<file path="src/hw/rtl/running_mean_variance_min_max_assert.svh">
// Assertion macros shared by the running statistics block.
`ifndef RUNNING_MEAN_VARIANCE_MIN_MAX_ASSERT_SVH
`define RUNNING_MEAN_VARIANCE_MIN_MAX_ASSERT_SVH

// Implication checked on every clock edge while out of reset.
`define RMV_ASSERT_IMP(label, clk, rst_n, ante, cons) \
  label: assert property (@(posedge clk) disable iff (!rst_n) (ante) |-> (cons)) \
    else $error("assertion failed");

// Next-cycle implication.
`define RMV_ASSERT_NEXT(label, clk, rst_n, ante, cons) \
  label: assert property (@(posedge clk) disable iff (!rst_n) (ante) |=> (cons)) \
    else $error("assertion failed");

`endif

</file>
<file path="src/hw/rtl/rmv_pkg.sv">
// Package: types and constants for the running statistics block.
`timescale 1ns / 1ps
`default_nettype none
package rmv_pkg;
  localparam int SmpW    = 16;
  localparam int CntW    = 16;
  localparam int SumW    = 32;
  localparam int SqW     = 47;
  localparam int MeanW   = 24;
  localparam int VarW    = 39;
  localparam int FracB   = 8;
  localparam int MaxCnt  = 65535;
  localparam int NumW    = 72;   // 2^8*(n*S2-S1^2) fits in 72 bits
  localparam int DenW    = 32;   // n*n
  localparam int DivW    = 72;   // divider dividend/quotient width

  typedef struct packed {
    logic signed [SmpW-1:0] sample;
    logic                   restart;
  } in_item_t;

  typedef struct packed {
    logic [CntW-1:0]         sample_count;
    logic signed [MeanW-1:0] mean_q8;
    logic [VarW-1:0]         variance_q8;
    logic signed [SmpW-1:0]  smallest;
    logic signed [SmpW-1:0]  largest;
    logic                    overflowed;
  } out_item_t;

  // Snapshot of the statistics handed to the back end.
  typedef struct packed {
    logic [CntW-1:0]        cnt;
    logic signed [SumW-1:0] sum;
    logic [SqW-1:0]         sq;
    logic signed [SmpW-1:0] mn;
    logic signed [SmpW-1:0] mx;
    logic                   ovf;
  } snap_t;
endpackage
`default_nettype wire

</file>
<file path="src/hw/rtl/rmv_queue.sv">
// Two-entry queue of statistics snapshots between front and back end.
`timescale 1ns / 1ps
`default_nettype none
module rmv_queue (
  input  wire logic           clk,
  input  wire logic           rst_n,
  input  wire logic           wr,
  input  wire rmv_pkg::snap_t wdata,
  output logic                full,
  input  wire logic           rd,
  output logic                empty,
  output rmv_pkg::snap_t      rdata
);
  rmv_pkg::snap_t mem_r [2];
  logic wp_r, rp_r;
  logic [1:0] n_r;

  assign full  = (n_r == 2'd2);
  assign empty = (n_r == 2'd0);
  assign rdata = mem_r[rp_r];

  always_ff @(posedge clk) begin
    if (wr && !full) mem_r[wp_r] <= wdata;
  end

  always_ff @(posedge clk) begin
    if (!rst_n) begin
      wp_r <= 1'b0; rp_r <= 1'b0; n_r <= '0;
    end else begin
      if (wr && !full) wp_r <= ~wp_r;
      if (rd && !empty) rp_r <= ~rp_r;
      n_r <= n_r + 2'((wr && !full) ? 1 : 0) - 2'((rd && !empty) ? 1 : 0);
    end
  end
endmodule
`default_nettype wire

</file>
<file path="config.mk">
export PLATFORM = sky130hd
export DESIGN_NAME = rmv_queue
export DESIGN_NICKNAME = d
export VERILOG_FILES = /design/src/hw/rtl/running_mean_variance_min_max_assert.svh /design/src/hw/rtl/rmv_pkg.sv /design/src/hw/rtl/rmv_queue.sv
export SDC_FILE = /design/constraint.sdc
export NUM_CORES = 1
export LEC_CHECK = 0
export ABC_CLOCK_PERIOD_IN_PS = 7900
export BUFFER_PORTS_ARGS = -buffer_cell sky130_fd_sc_hd__buf_2
export CORE_MARGIN = 4
export CORE_UTILIZATION = 45
export CTS_CLUSTER_SIZE = 28
export DETAILED_ROUTE_END_ITERATION = 10
export HOLD_SLACK_MARGIN = 0.05
export MAX_ROUTING_LAYER = met4
export PLACE_DENSITY_LB_ADDON = 0.15
export SLEW_MARGIN = 40
export SYNTH_ARGS = -nofsm -noshare
export SYNTH_HDL_FRONTEND = slang
export SYNTH_SLANG_ARGS = --single-unit
</file>
<file path="constraint.sdc">
create_clock -name clk -period 7.9 [get_ports clk]
set_input_delay 1.58 -clock clk [delete_from_list [all_inputs] [get_ports clk]]
set_output_delay 1.58 -clock clk [all_outputs]
set_load 0.01 [all_outputs]
</file>
==> flow_summary_export.csv <==
group,metric,value,unit
floorplan,core,21000,sq um
timing,fmax,231,MHz
worst_hold_path,hold_start,"wp_r",
clock_network,cts.sinks,261,
global_route,grt-ovfl-total,0,
timing,post-route-min-period,4330,ps
logic_synthesis,ys.flop_type,"edfxtp_1",
logic_synthesis,postSynthCellCount,423,
timing,whs,533,ps
route,wl_per_cell,18.1,um
worst_setup_path,worst_setup_path_start_kind,"flip-flop",
worst_setup_path,worst_path_max_delay_cell,"dfxtp_4",
cells_and_area,drive_gt1_share,60.1,%
logic_synthesis,synth_edf_count,256,
worst_hold_path,hold_class,"reg2reg",
clock_network,cts.repair.resized,0,
worst_setup_path,r2r-start,"n_r[0]",
route,remaining_drc_errors,0,
worst_setup_path,r2r_cells,4,
clock_network,clk_pin_slew,60,ps
clock_network,cts_setup_buffers,0,
floorplan,die_h,154,um
clock_network,htreeDepth,1,
logic_synthesis,async_flop_share,0,%
logic_synthesis,ys_warn_count,0,
placed_design,preCtsSetupSlack,4050,ps
power,finalPower,3.80,mW
timing,finalSetupViolCount,0,
logic_synthesis,synth_top_area_cell,"edfxtp_1",
clock_network,cts-root-buf,"clkbuf_16",
power,p_leak,4.46,nW
logic_synthesis,syn_nets,557,
worst_setup_path,path_class,"reg2out",
clock_network,clock_path_buffers,3,
route,vias_per_cell,4.78,
power,ir_drop,211,uV
cells_and_area,seq_area,7790,sq um
timing,clock_skew,13.7,ps
route,wirelength,18.2,mm
worst_setup_path,crit_path_end_kind,"output port",
clock_network,cts_tree,"done",
cells_and_area,nNetsFinal,840,
worst_setup_path,r2r-end,"mem_r[1][66]",
worst_setup_path,max_stage_delay,690,ps
global_route,antenna_found_initial,6,
route,ant_nets,0,
clock_network,clkLatencyLatePin,510,ps
cells_and_area,utilization,57.2,%
logic_synthesis,synth_most_common_cell,"edfxtp_1",
cells_and_area,area_delta_synth_final,25.6,%
route,vias,4813,
timing,finalHoldViolCount,0,
worst_setup_path,cpLargestDelayFamily,"buffers and inverters",
logic_synthesis,synth_cell_types,16,
logic_synthesis,ys_seq_elements,261,
global_route,grt_start_max_net_pins,94,
logic_synthesis,syn_avg_cell_area,22.6,sq um
timing,tns,0,ps
placed_design,hpwlAfterDp,12.2,mm
logic_synthesis,syn_area,9540,sq um
worst_setup_path,worstPathRequired,6320,ps
worst_setup_path,crit_chain,"buf_12 -> buf_4 -> mux2_2 -> buf_2",
floorplan,num_rows,53,
global_route,track_usage,15.2,%
floorplan,fp.dieW,154,um
clock_network,hold_buffers,0,
timing,fin_crit_sh,54.8,%
route,dr.pass1.iters,4,
cells_and_area,num-fill-cells,1692,
worst_setup_path,crit_fanout,50,
placed_design,port_buffers,261,
worst_setup_path,arrival,2750,ps
timing,slew_headroom,48.7,%
logic_synthesis,synth_area_leaders,"edfxtp_1 (81%), mux2_2 (15%), clkbuf_8 (1.2%)",
timing,rsz0062_at_grt,"false",
floorplan,start_util,45.5,%
global_route,grt_pass1_vias,5172,
logic_synthesis,synth_commonest_cells,"edfxtp_1 (256), mux2_2 (128), clkbuf_8 (8)",
timing,setup_slack,3570,ps
flow_run,maxCapViolations,0,
logic_synthesis,ys_seq_area_share,81.6,%
global_route,grt_pass1_wl,27.9,mm
floorplan,die_area,23600,sq um
worst_hold_path,holdPathEnd,"wp_r",
timing,worst_pin_slew,770,ps
placed_design,gp_congestion,0.736,
cells_and_area,multiInputGateArea,1580,sq um
floorplan,pin_count,262,
route,drt_iter0_drc,275,
power,power-per-cell-area,317,nW/um^2
worst_setup_path,rrSetupSlack,5380,ps
outcome,status,"complete, no violations",
worst_hold_path,hold_depth,2,
worst_setup_path,worst-path-buf-inv,3,
timing,drv_slew,0,
logic_synthesis,synth_top_area_share,80.6,%
clock_network,cts_made_buffers,27,
==> through the flow <==
stage / cells / instance area (sq um)
3_5_place_dp: 952 / 11200
5_1_grt: 1007 / 12000
4_1_cts: 1001 / 12000
2_1_floorplan: 423 / 9540
6_report: 1007 / 12000
3_3_place_gp: 948 / 11100
==> kinds of logic (layout without fill, tap and decap cells) <==
group	after synthesis	count (layout)	share of synthesized area [%]
fa+ha+maj	2	2	0.262
simple gates	11	11	0.616
other cells	0	6	0
compound gates	1	1	0.0787
xor+xnor	3	3	0.275
flops	261	261	81.6
mux	129	129	15.2
buf+inv	16	319	1.94
==> worst register-to-register path: cells and delay by family, from the launching register on <==
family	cells	cell delay [ps]
buffers and inverters	2	990
AND/OR/NAND/NOR	2	740
flip-flops	1	380
==> placed cells by master (no fill, tap or decap) <==
master       n
edfxtp_1   256
nor2_1       1
dfxtp_4      1
and3_4       1
bufinv_16    1
inv_1        2
clkinv_2     7
clkbuf_8     1
mux2_2     128
buf_4        2
ha_1         2
xnor2_1      3
clkbuf_16   27
nand2b_1     2
buf_2      261
diode_2      6
clkinv_1     6
clkbuf_1     6
nand2_1      2
buf_12       3
and2_1       2
nor2_4       1
o21a_1       1
nor2b_1      2
buf_16       2
dfxtp_1      4
clkinv_4     1
mux2i_1      1
==> flip-flops by register name, indices dropped and copies added (netlist names), named ones only <==
name	cells
n_r	2
wp_r	1
rp_r	1
mem_r	256
==> worst max-delay path by stage <==
stage	depth (start not counted)	startpoint	slack [ps]	to
floorplan	2	wr	290	mem_r[0][0]
global placement	3	flip-flop	3940	rdata[62]
detailed placement	4	flip-flop	4050	rdata[105]
CTS	4	flip-flop	3490	rdata[105]
global route	4	flip-flop	3380	rdata[105]
finish	4	flip-flop	3570	rdata[105]
==> power by group <==
group | total, mW | leakage [nW] | internal, mW | switching [mW]
Combinational | 0.852 | 1.63 | 0.406 | 0.446
Sequential | 1.80 | 2.43 | 1.74 | 0.0648
Clock | 1.15 | 0.402 | 0.667 | 0.480
Total | 3.80 | 4.46 | 2.81 | 0.990
==> layer usage <==
layer	global-route usage (%)	share of wire [%]
met2	24.7	49
met4	4.46	2.3
met5	-	0
met1	18.5	40
met3	4.93	9.0
==> cell type report <==
cell class	instances	share of cell area, %
Tap cell	275	2.87
Multi-Input combinational cell	146	13.2
Sequential cell	261	65.0
Antenna cell	6	0.125
Clock buffer	34	5.94
Inverter	2	0.0626
Timing Repair Buffer	268	12.0
Clock inverter	15	0.804
(Power assumes the default switching activity.)
