$ cat config.mk
export PLATFORM = sky130hd
export DESIGN_NAME = rmv_front
export DESIGN_NICKNAME = d
export VERILOG_FILES = /design/src/hw/rtl/running_mean_variance_min_max_assert.svh /design/src/hw/rtl/rmv_pkg.sv /design/src/hw/rtl/rmv_front.sv
export SDC_FILE = /design/constraint.sdc
export NUM_CORES = 1
export LEC_CHECK = 0
export BUFFER_PORTS_ARGS = -buffer_cell sky130_fd_sc_hd__buf_2
export CAP_MARGIN = 15
export CORE_MARGIN = 2
export CORE_UTILIZATION = 55
export CTS_CLUSTER_SIZE = 40
export DETAILED_ROUTE_END_ITERATION = 7
export PLACE_DENSITY = 0.74
export SLEW_MARGIN = 10
export SYNTH_ARGS = -nofsm -noshare
export SYNTH_HDL_FRONTEND = slang
export SYNTH_SLANG_ARGS = --single-unit
$ cat constraint.sdc
create_clock -name clk -period 24.4 [get_ports clk]
set_clock_uncertainty 0.1 [all_clocks]
set_input_delay 2.44 -clock clk [delete_from_list [all_inputs] [get_ports clk]]
set_output_delay 2.44 -clock clk [all_outputs]
set_load 0.02 [all_outputs]
$ cat src/hw/rtl/running_mean_variance_min_max_assert.svh
// Assertion macros shared by the running statistics block.
`ifndef RUNNING_MEAN_VARIANCE_MIN_MAX_ASSERT_SVH
`define RUNNING_MEAN_VARIANCE_MIN_MAX_ASSERT_SVH

// Implication checked on every clock edge while out of reset.
`define RMV_ASSERT_IMP(label, clk, rst_n, ante, cons) \
  label: assert property (@(posedge clk) disable iff (!rst_n) (ante) |-> (cons)) \
    else $error("assertion failed");

// Next-cycle implication.
`define RMV_ASSERT_NEXT(label, clk, rst_n, ante, cons) \
  label: assert property (@(posedge clk) disable iff (!rst_n) (ante) |=> (cons)) \
    else $error("assertion failed");

`endif

$ cat src/hw/rtl/rmv_pkg.sv
// Package: types and constants for the running statistics block.
`timescale 1ns / 1ps
`default_nettype none
package rmv_pkg;
  localparam int SmpW    = 16;
  localparam int CntW    = 16;
  localparam int SumW    = 32;
  localparam int SqW     = 47;
  localparam int MeanW   = 24;
  localparam int VarW    = 39;
  localparam int FracB   = 8;
  localparam int MaxCnt  = 65535;
  localparam int NumW    = 72;   // 2^8*(n*S2-S1^2) fits in 72 bits
  localparam int DenW    = 32;   // n*n
  localparam int DivW    = 72;   // divider dividend/quotient width

  typedef struct packed {
    logic signed [SmpW-1:0] sample;
    logic                   restart;
  } in_item_t;

  typedef struct packed {
    logic [CntW-1:0]         sample_count;
    logic signed [MeanW-1:0] mean_q8;
    logic [VarW-1:0]         variance_q8;
    logic signed [SmpW-1:0]  smallest;
    logic signed [SmpW-1:0]  largest;
    logic                    overflowed;
  } out_item_t;

  // Snapshot of the statistics handed to the back end.
  typedef struct packed {
    logic [CntW-1:0]        cnt;
    logic signed [SumW-1:0] sum;
    logic [SqW-1:0]         sq;
    logic signed [SmpW-1:0] mn;
    logic signed [SmpW-1:0] mx;
    logic                   ovf;
  } snap_t;
endpackage
`default_nettype wire

$ cat src/hw/rtl/rmv_front.sv
// Front end: accepts samples and updates count, sums, min, max, overflow.
`timescale 1ns / 1ps
`default_nettype none
module rmv_front (
  input  wire logic            clk,
  input  wire logic            rst_n,
  input  wire logic            in_push,
  output logic                 in_full,
  input  wire rmv_pkg::in_item_t in_data,
  output logic                 q_push,
  input  wire logic            q_full,
  output rmv_pkg::snap_t       q_data
);
  logic [rmv_pkg::CntW-1:0]        cnt_r, cnt_nxt;
  logic signed [rmv_pkg::SumW-1:0] sum_r, sum_nxt;
  logic [rmv_pkg::SqW-1:0]         sq_r, sq_nxt;
  logic signed [rmv_pkg::SmpW-1:0] mn_r, mn_nxt, mx_r, mx_nxt;
  logic                            ovf_r, ovf_nxt;
  logic [rmv_pkg::CntW-1:0]        c0;
  logic signed [rmv_pkg::SumW-1:0] s0;
  logic [rmv_pkg::SqW-1:0]         q0;
  logic signed [rmv_pkg::SmpW-1:0] mn0, mx0;
  logic                            o0;
  logic signed [2*rmv_pkg::SmpW-1:0] prod;
  logic                            acc;

  assign in_full = q_full;
  assign acc     = in_push && !q_full;
  assign prod    = in_data.sample * in_data.sample;

  always_comb begin
    c0 = in_data.restart ? '0 : cnt_r;
    s0 = in_data.restart ? '0 : sum_r;
    q0 = in_data.restart ? '0 : sq_r;
    mn0 = in_data.restart ? 16'sh7fff : mn_r;
    mx0 = in_data.restart ? 16'sh8000 : mx_r;
    o0 = in_data.restart ? 1'b0 : ovf_r;
    cnt_nxt = c0; sum_nxt = s0; sq_nxt = q0; mn_nxt = mn0; mx_nxt = mx0; ovf_nxt = o0;
    if (c0 < rmv_pkg::CntW'(rmv_pkg::MaxCnt)) begin
      cnt_nxt = c0 + 1'b1;
      sum_nxt = s0 + rmv_pkg::SumW'(in_data.sample);
      sq_nxt  = q0 + rmv_pkg::SqW'($unsigned(prod));
      if (in_data.sample < mn0) mn_nxt = in_data.sample;
      if (in_data.sample > mx0) mx_nxt = in_data.sample;
    end else begin
      ovf_nxt = 1'b1;
    end
  end

  always_ff @(posedge clk) begin
    if (!rst_n) begin
      cnt_r <= '0; sum_r <= '0; sq_r <= '0;
      mn_r <= 16'sh7fff; mx_r <= 16'sh8000; ovf_r <= 1'b0;
    end else if (acc) begin
      cnt_r <= cnt_nxt; sum_r <= sum_nxt; sq_r <= sq_nxt;
      mn_r <= mn_nxt; mx_r <= mx_nxt; ovf_r <= ovf_nxt;
    end
  end

  assign q_push = acc;
  assign q_data = '{cnt: cnt_nxt, sum: sum_nxt, sq: sq_nxt, mn: mn_nxt, mx: mx_nxt,
                    ovf: ovf_nxt};
endmodule
`default_nettype wire

==> reports/metrics.csv, run 1 <==
metric;value;unit
run status;finished, final reports clean;
GPL Wtd Cong;0.904;
Synth Area per Inst;8.00;sq um
total number of vias;18665;
Reg clk slew, reported paths;0.07;ns
Clock Tree Buf Depth;2;
Tightest Pin Transition;1.21;ns
Worst-Skew Late Latency;0.47;ns
FP Rows;70;
Post-Syn Nets;3019;
slowest CP cell;o22ai_1;
total congestion overflow;0;
Post-synth ARST share;0;
Num CTS Buffers;17;
CP Launch Type;input pin;
CTS Sinks;128;
yosys warns;0;
count of final hold-check violations;0;
CTS tree;yes;
Syn Inst Count;2579;
cts hold-fix bufs;0;
most frequent cell on the critical path;fa_1;
port bufs;150;
slew margin rel.;0.183;
crit path DAT;12.07;ns
number of synthesized register bits;128;
Tot GR Track Use;0.320;
Largest stage delay, worst path;0.77;ns
Total Die Area;39100;sq um
footprint of the multi-input gates;16100;sq um
Max Cap Viol;0;
first-pass GRT wire length;98.2;mm
post-synthesis sequential area ratio;0.124;
per-cell routed wire length;19.3;um
min Tclk post-route;14.61;ns
vias in the first global route;18842;
FILL cells;3327;
Final setup viols;0;
Remaining DRCs;0;
placeable core region;36800;sq um
Post-synth EDFFs;0;
Crit. End Element;output port;
critical path class;in -> out;
area growth from synthesis to layout;7.35;%
final WL;59.9;mm
vias per cell;6.00;
commonest cells after routing, fill and taps aside;inv_1 (359), nand2_1 (267), fa_1 (239);
Synth cell types;90;
Hold WC Path Type;reg -> reg;
largest net degree at the start of global routing;83;
most common cell after layout, fill and taps aside;inv_1;
initial DRC count;1464;
Reg area;2560;sq um
Post-synth top flop;dfxtp_1;
Resized cells post-CTS;0;
H-tree depth;4;
cell family with most CP delay;adder cells;
clock root buffer;clkbuf_16;
Max Fclk;0.0685;GHz
Critical Path RT;21.86;ns
initial antenna violation count;1;
layout cell share with drive strength beyond 1;0.105;
Mapped Area;20600;sq um
drt first pass iters;6;
Chip Height;198;um
CP Max Fanout;40;
total setup buffers inserted after CTS;0;
antenna viol nets, final;0;
RSZ-0062 raised after global routing;false;
IO Count;151;
part of the cycle the worst path needs;0.599;
Setup TNS;0;ns
Buf/Inv on CP;6;
Nets;3068;
DP HPWL;45.1;mm
Die X-Extent;198;um
initial core utilization;0.561;
Pins Over Slew Limit;0;
logic make-up (layout without fill, tap and decap cells):
group,Yosys count,count (layout),share of synthesized area
AOI/OAI and AO/OA,552,552,0.181
xor gates and xnor gates,109,109,0.0463
adders and majority gates,419,419,0.341
buffers and inverters,508,570,0.0961
DFF,128,128,0.124
muxes,40,40,0.0203
other,0,1,0
and+or+nand+nor,823,823,0.191
routing by layer:
layer	track usage	part of all wire	vias to the layer above
met5	0	0	-
met4	0.129	0.038	0
met3	0.0570	0.071	151
met2	0.522	0.46	739
met1	0.422	0.43	9092
li1	-	-	8683
synth_stat cells (all sizes together), types with 29 or more instances:
cell type | count | area (sq um)
ha | 180 | 2250
nor3 | 67 | 368
buf | 44 | 239
nand2b | 40 | 250
nand3 | 34 | 183
nand4 | 31 | 200
xnor2 | 83 | 727
fa | 239 | 4780
nor2b | 87 | 544
dfxtp | 128 | 2560
nand2 | 267 | 1000
clkbuf | 91 | 343
o21ai | 133 | 669
a21o | 35 | 263
a31oi | 29 | 188
a21oi | 155 | 787
nor2 | 220 | 828
inv | 363 | 1360
path summary, 6_finish.rpt:
kind                     from          to  slack, ns  cells after the start
hold / removal       sum_r[5]    sum_r[5]       0.35                      2
setup / recovery  in_data[16]  q_data[69]       9.79                     27
hold reg to reg      sum_r[5]    sum_r[5]       0.35                      2
setup reg to reg     cnt_r[0]     mn_r[0]      20.24                     11
metrics by stage:
stage	util	hold slack [ns]	cells	area (sq um)	worst slack, ns
floorplan	-	0.332	2579	20600	11.60
global placement	0.585	0.338	3077	21500	10.07
detailed placement	0.585	0.342	3077	21500	9.98
CTS	0.602	0.352	3109	22100	9.90
global route	0.602	0.374	3109	22100	9.30
finish	0.602	0.352	3110	22100	9.79
flip-flops by register name, summed over array words and instances (netlist names):
name   flops
mn_r      16
cnt_r     16
sum_r     32
mx_r      16
sq_r      47
ovf_r      1
layout make-up:
type                            instances  share of cell area
Clock inverter                         15             0.00820
Timing Repair Buffer                  165              0.0391
Tap cell                              468              0.0265
Clock buffer                           17              0.0192
Antenna cell                            1            0.000113
Inverter                              373              0.0633
Sequential cell                       128               0.116
Multi-Input combinational cell       1943               0.728
tightest hold or removal path, stage by stage, from the launching register on:
cell and delay [ns]:
dfxtp_1 0.31, nand2_1 0.05, a21oi_1 0.05
Power of run 1 is not shown: default switching activity piles up to over one toggle a cycle in this logic, so the estimate is an artifact.
==> run 2: changes to the inputs <==
Settings changed: PLACE_DENSITY 0.74 to 0.77.
Clock period 24.4 ns to 11.74 ns, I/O delays scaled along.
==> reports/metrics.csv, run 2 (synthesized netlist as in run 1, its figures left out) <==
metric;value;unit;change
reg-to-reg slack, setup;7.64;ns;was 20.24 ns
Max Cap Viol;0;;unchanged
critical path class;in -> out;;unchanged
CTS Sinks;128;;unchanged
hold depth;2;;unchanged
initial core utilization;0.561;;unchanged
largest reg by FF count;sq_r;;unchanged
min Tclk post-route;11.27;ns;
Total Die Area;39100;sq um;unchanged
vias per cell;6.02;;was 6.00
Tot GR Track Use;0.328;;was 0.320
GPL Wtd Cong;0.951;;was 0.904
slowest CP cell;fa_1;;was o22ai_1
final core utilization;0.609;;was 0.602
port bufs;150;;unchanged
CP Max Fanout;16;;was 40
Setup TNS;0;ns;unchanged
Chip Height;198;um;unchanged
Reg clk slew, reported paths;0.06;ns;was 0.07 ns
Die X-Extent;198;um;unchanged
initial antenna violation count;3;;was 1
slew margin rel.;0.245;;was 0.183
final WL;61.7;mm;was 59.9 mm
initial DRC count;1585;;was 1464
Max Fclk;0.0887;GHz;
footprint of the multi-input gates;16100;sq um;about the same
H-tree depth;4;;unchanged
FILL cells;3264;;was 3327
clock root buffer;clkbuf_16;;unchanged
per-cell routed wire length;19.7;um;was 19.3 um
most common cell after layout, fill and taps aside;inv_1;;unchanged
largest net degree at the start of global routing;78;;was 83
Clock Tree Buf Depth;2;;unchanged
drt first pass iters;5;;was 6
total setup buffers inserted after CTS;0;;unchanged
antenna viol nets, final;0;;unchanged
max reg flops;47;;unchanged
placeable core region;36800;sq um;unchanged
cts hold-fix bufs;0;;unchanged
Hold Crit Start;sq_r[22];;was sum_r[5]
reg2reg end;sum_r[31];;was mn_r[0]
R2R Path Start;cnt_r[0];;unchanged
Nets;3097;;was 3068
run status;finished, final reports clean;;unchanged
Crit. End Element;output port;;unchanged
total number of vias;18896;;was 18.7k
part of the cycle the worst path needs;0.960;;
Num CTS Buffers;17;;unchanged
commonest cells after routing, fill and taps aside;inv_1 (359), nand2_1 (267), fa_1 (239);;unchanged
CTS tree;yes;;unchanged
Reg area;2560;sq um;unchanged
FP Rows;70;;unchanged
biggest regs;sq_r (47), sum_r (32);;unchanged
count of final hold-check violations;0;;unchanged
most frequent cell on the critical path;fa_1;;unchanged
Hold WC Path Type;reg -> reg;;unchanged
Worst Setup SP;in_data[8];;was in_data[16]
Worst-Skew Late Latency;0.45;ns;was 0.47 ns
Tightest Pin Transition;1.13;ns;was 1.21 ns
Reg2Reg Depth;10;;was 11
IO Count;151;;unchanged
total congestion overflow;0;;unchanged
vias in the first global route;19247;;was 18.8k
crit path DAT;10.00;ns;was 12.07 ns
Largest stage delay, worst path;0.54;ns;was 0.77 ns
worst hold endpoint;sq_r[22];;was sum_r[5]
Final setup viols;0;;unchanged
layout cell share with drive strength beyond 1;0.114;;was 0.105
Critical Path RT;10.47;ns;was 21.86 ns
CP Launch Type;input pin;;unchanged
RSZ-0062 raised after global routing;false;;unchanged
first-pass GRT wire length;100;mm;was 98.2 mm
Remaining DRCs;0;;unchanged
Resized cells post-CTS;0;;unchanged
Pins Over Slew Limit;0;;unchanged
area growth from synthesis to layout;8.58;%;was 7.35%
DP HPWL;46.8;mm;was 45.1 mm
[run 2: changes by cell type in the layout (fill, tap and decap cells not counted), moves of 2 or more]
cell        previous run  this run
clkinv_8               5         0
clkinvlp_4             0         4
buf_4                 16        44
inv_8                  5         0
inv_6                  5         3
bufinv_16              0         3
clkbuf_8               0         2
[run 2: area by class of cell]
type / count / area share
Clock buffer: 20 / 0.0204
Timing Repair Buffer: 194 / 0.0493
Tap cell: 468 / 0.0261
Multi-Input combinational cell: 1943 / 0.720
Antenna cell: 2 / 0.000224
Clock inverter: 11 / 0.00682
Inverter: 373 / 0.0627
Sequential cell: 128 / 0.114
[run 2: stage by stage]
step                setup WS, ns  std cells  cell area [sq um]  hold WS (ns)
floorplan                   1.47       2579              20600         0.332
global placement           0.625       3105              21700         0.337
detailed placement         0.319       3105              21700         0.344
CTS                        0.277       3136              22300         0.353
global route              0.0632       3137              22400         0.370
finish                     0.467       3139              22400         0.350
[run 2: layer usage]
layer  wire, um  GRT usage  vias to the layer above
li1           -          -                     8757
met1      25200      0.418                     9145
met2      28000      0.522                      829
met3       5550     0.0789                      163
met4       2970      0.162                        2
met5         14          0                        -
[run 2: worst max-delay path by stage]
stage / endpoint / slack (ns) / cells after the start
6_report: q_data[66] / 0.47 / 32
5_1_grt: q_data[66] / 0.06 / 32
4_1_cts: q_data[74] / 0.28 / 32
3_5_place_dp: q_data[74] / 0.32 / 32
3_3_place_gp: q_data[72] / 0.63 / 32
2_1_floorplan: q_data[66] / 1.47 / 32
[run 2: critical path: cells and delay by family]
| kind | cells | cell delay (ns) |
|---|---|---|
| AO/OA/AOI/OAI | 10 | 2.41 |
| adder cells (fa/ha/maj) | 8 | 3.76 |
| AND/OR/NAND/NOR | 7 | 1.48 |
| buffers and inverters | 7 | 1.16 |
Power of run 2 is left out for the same reason.
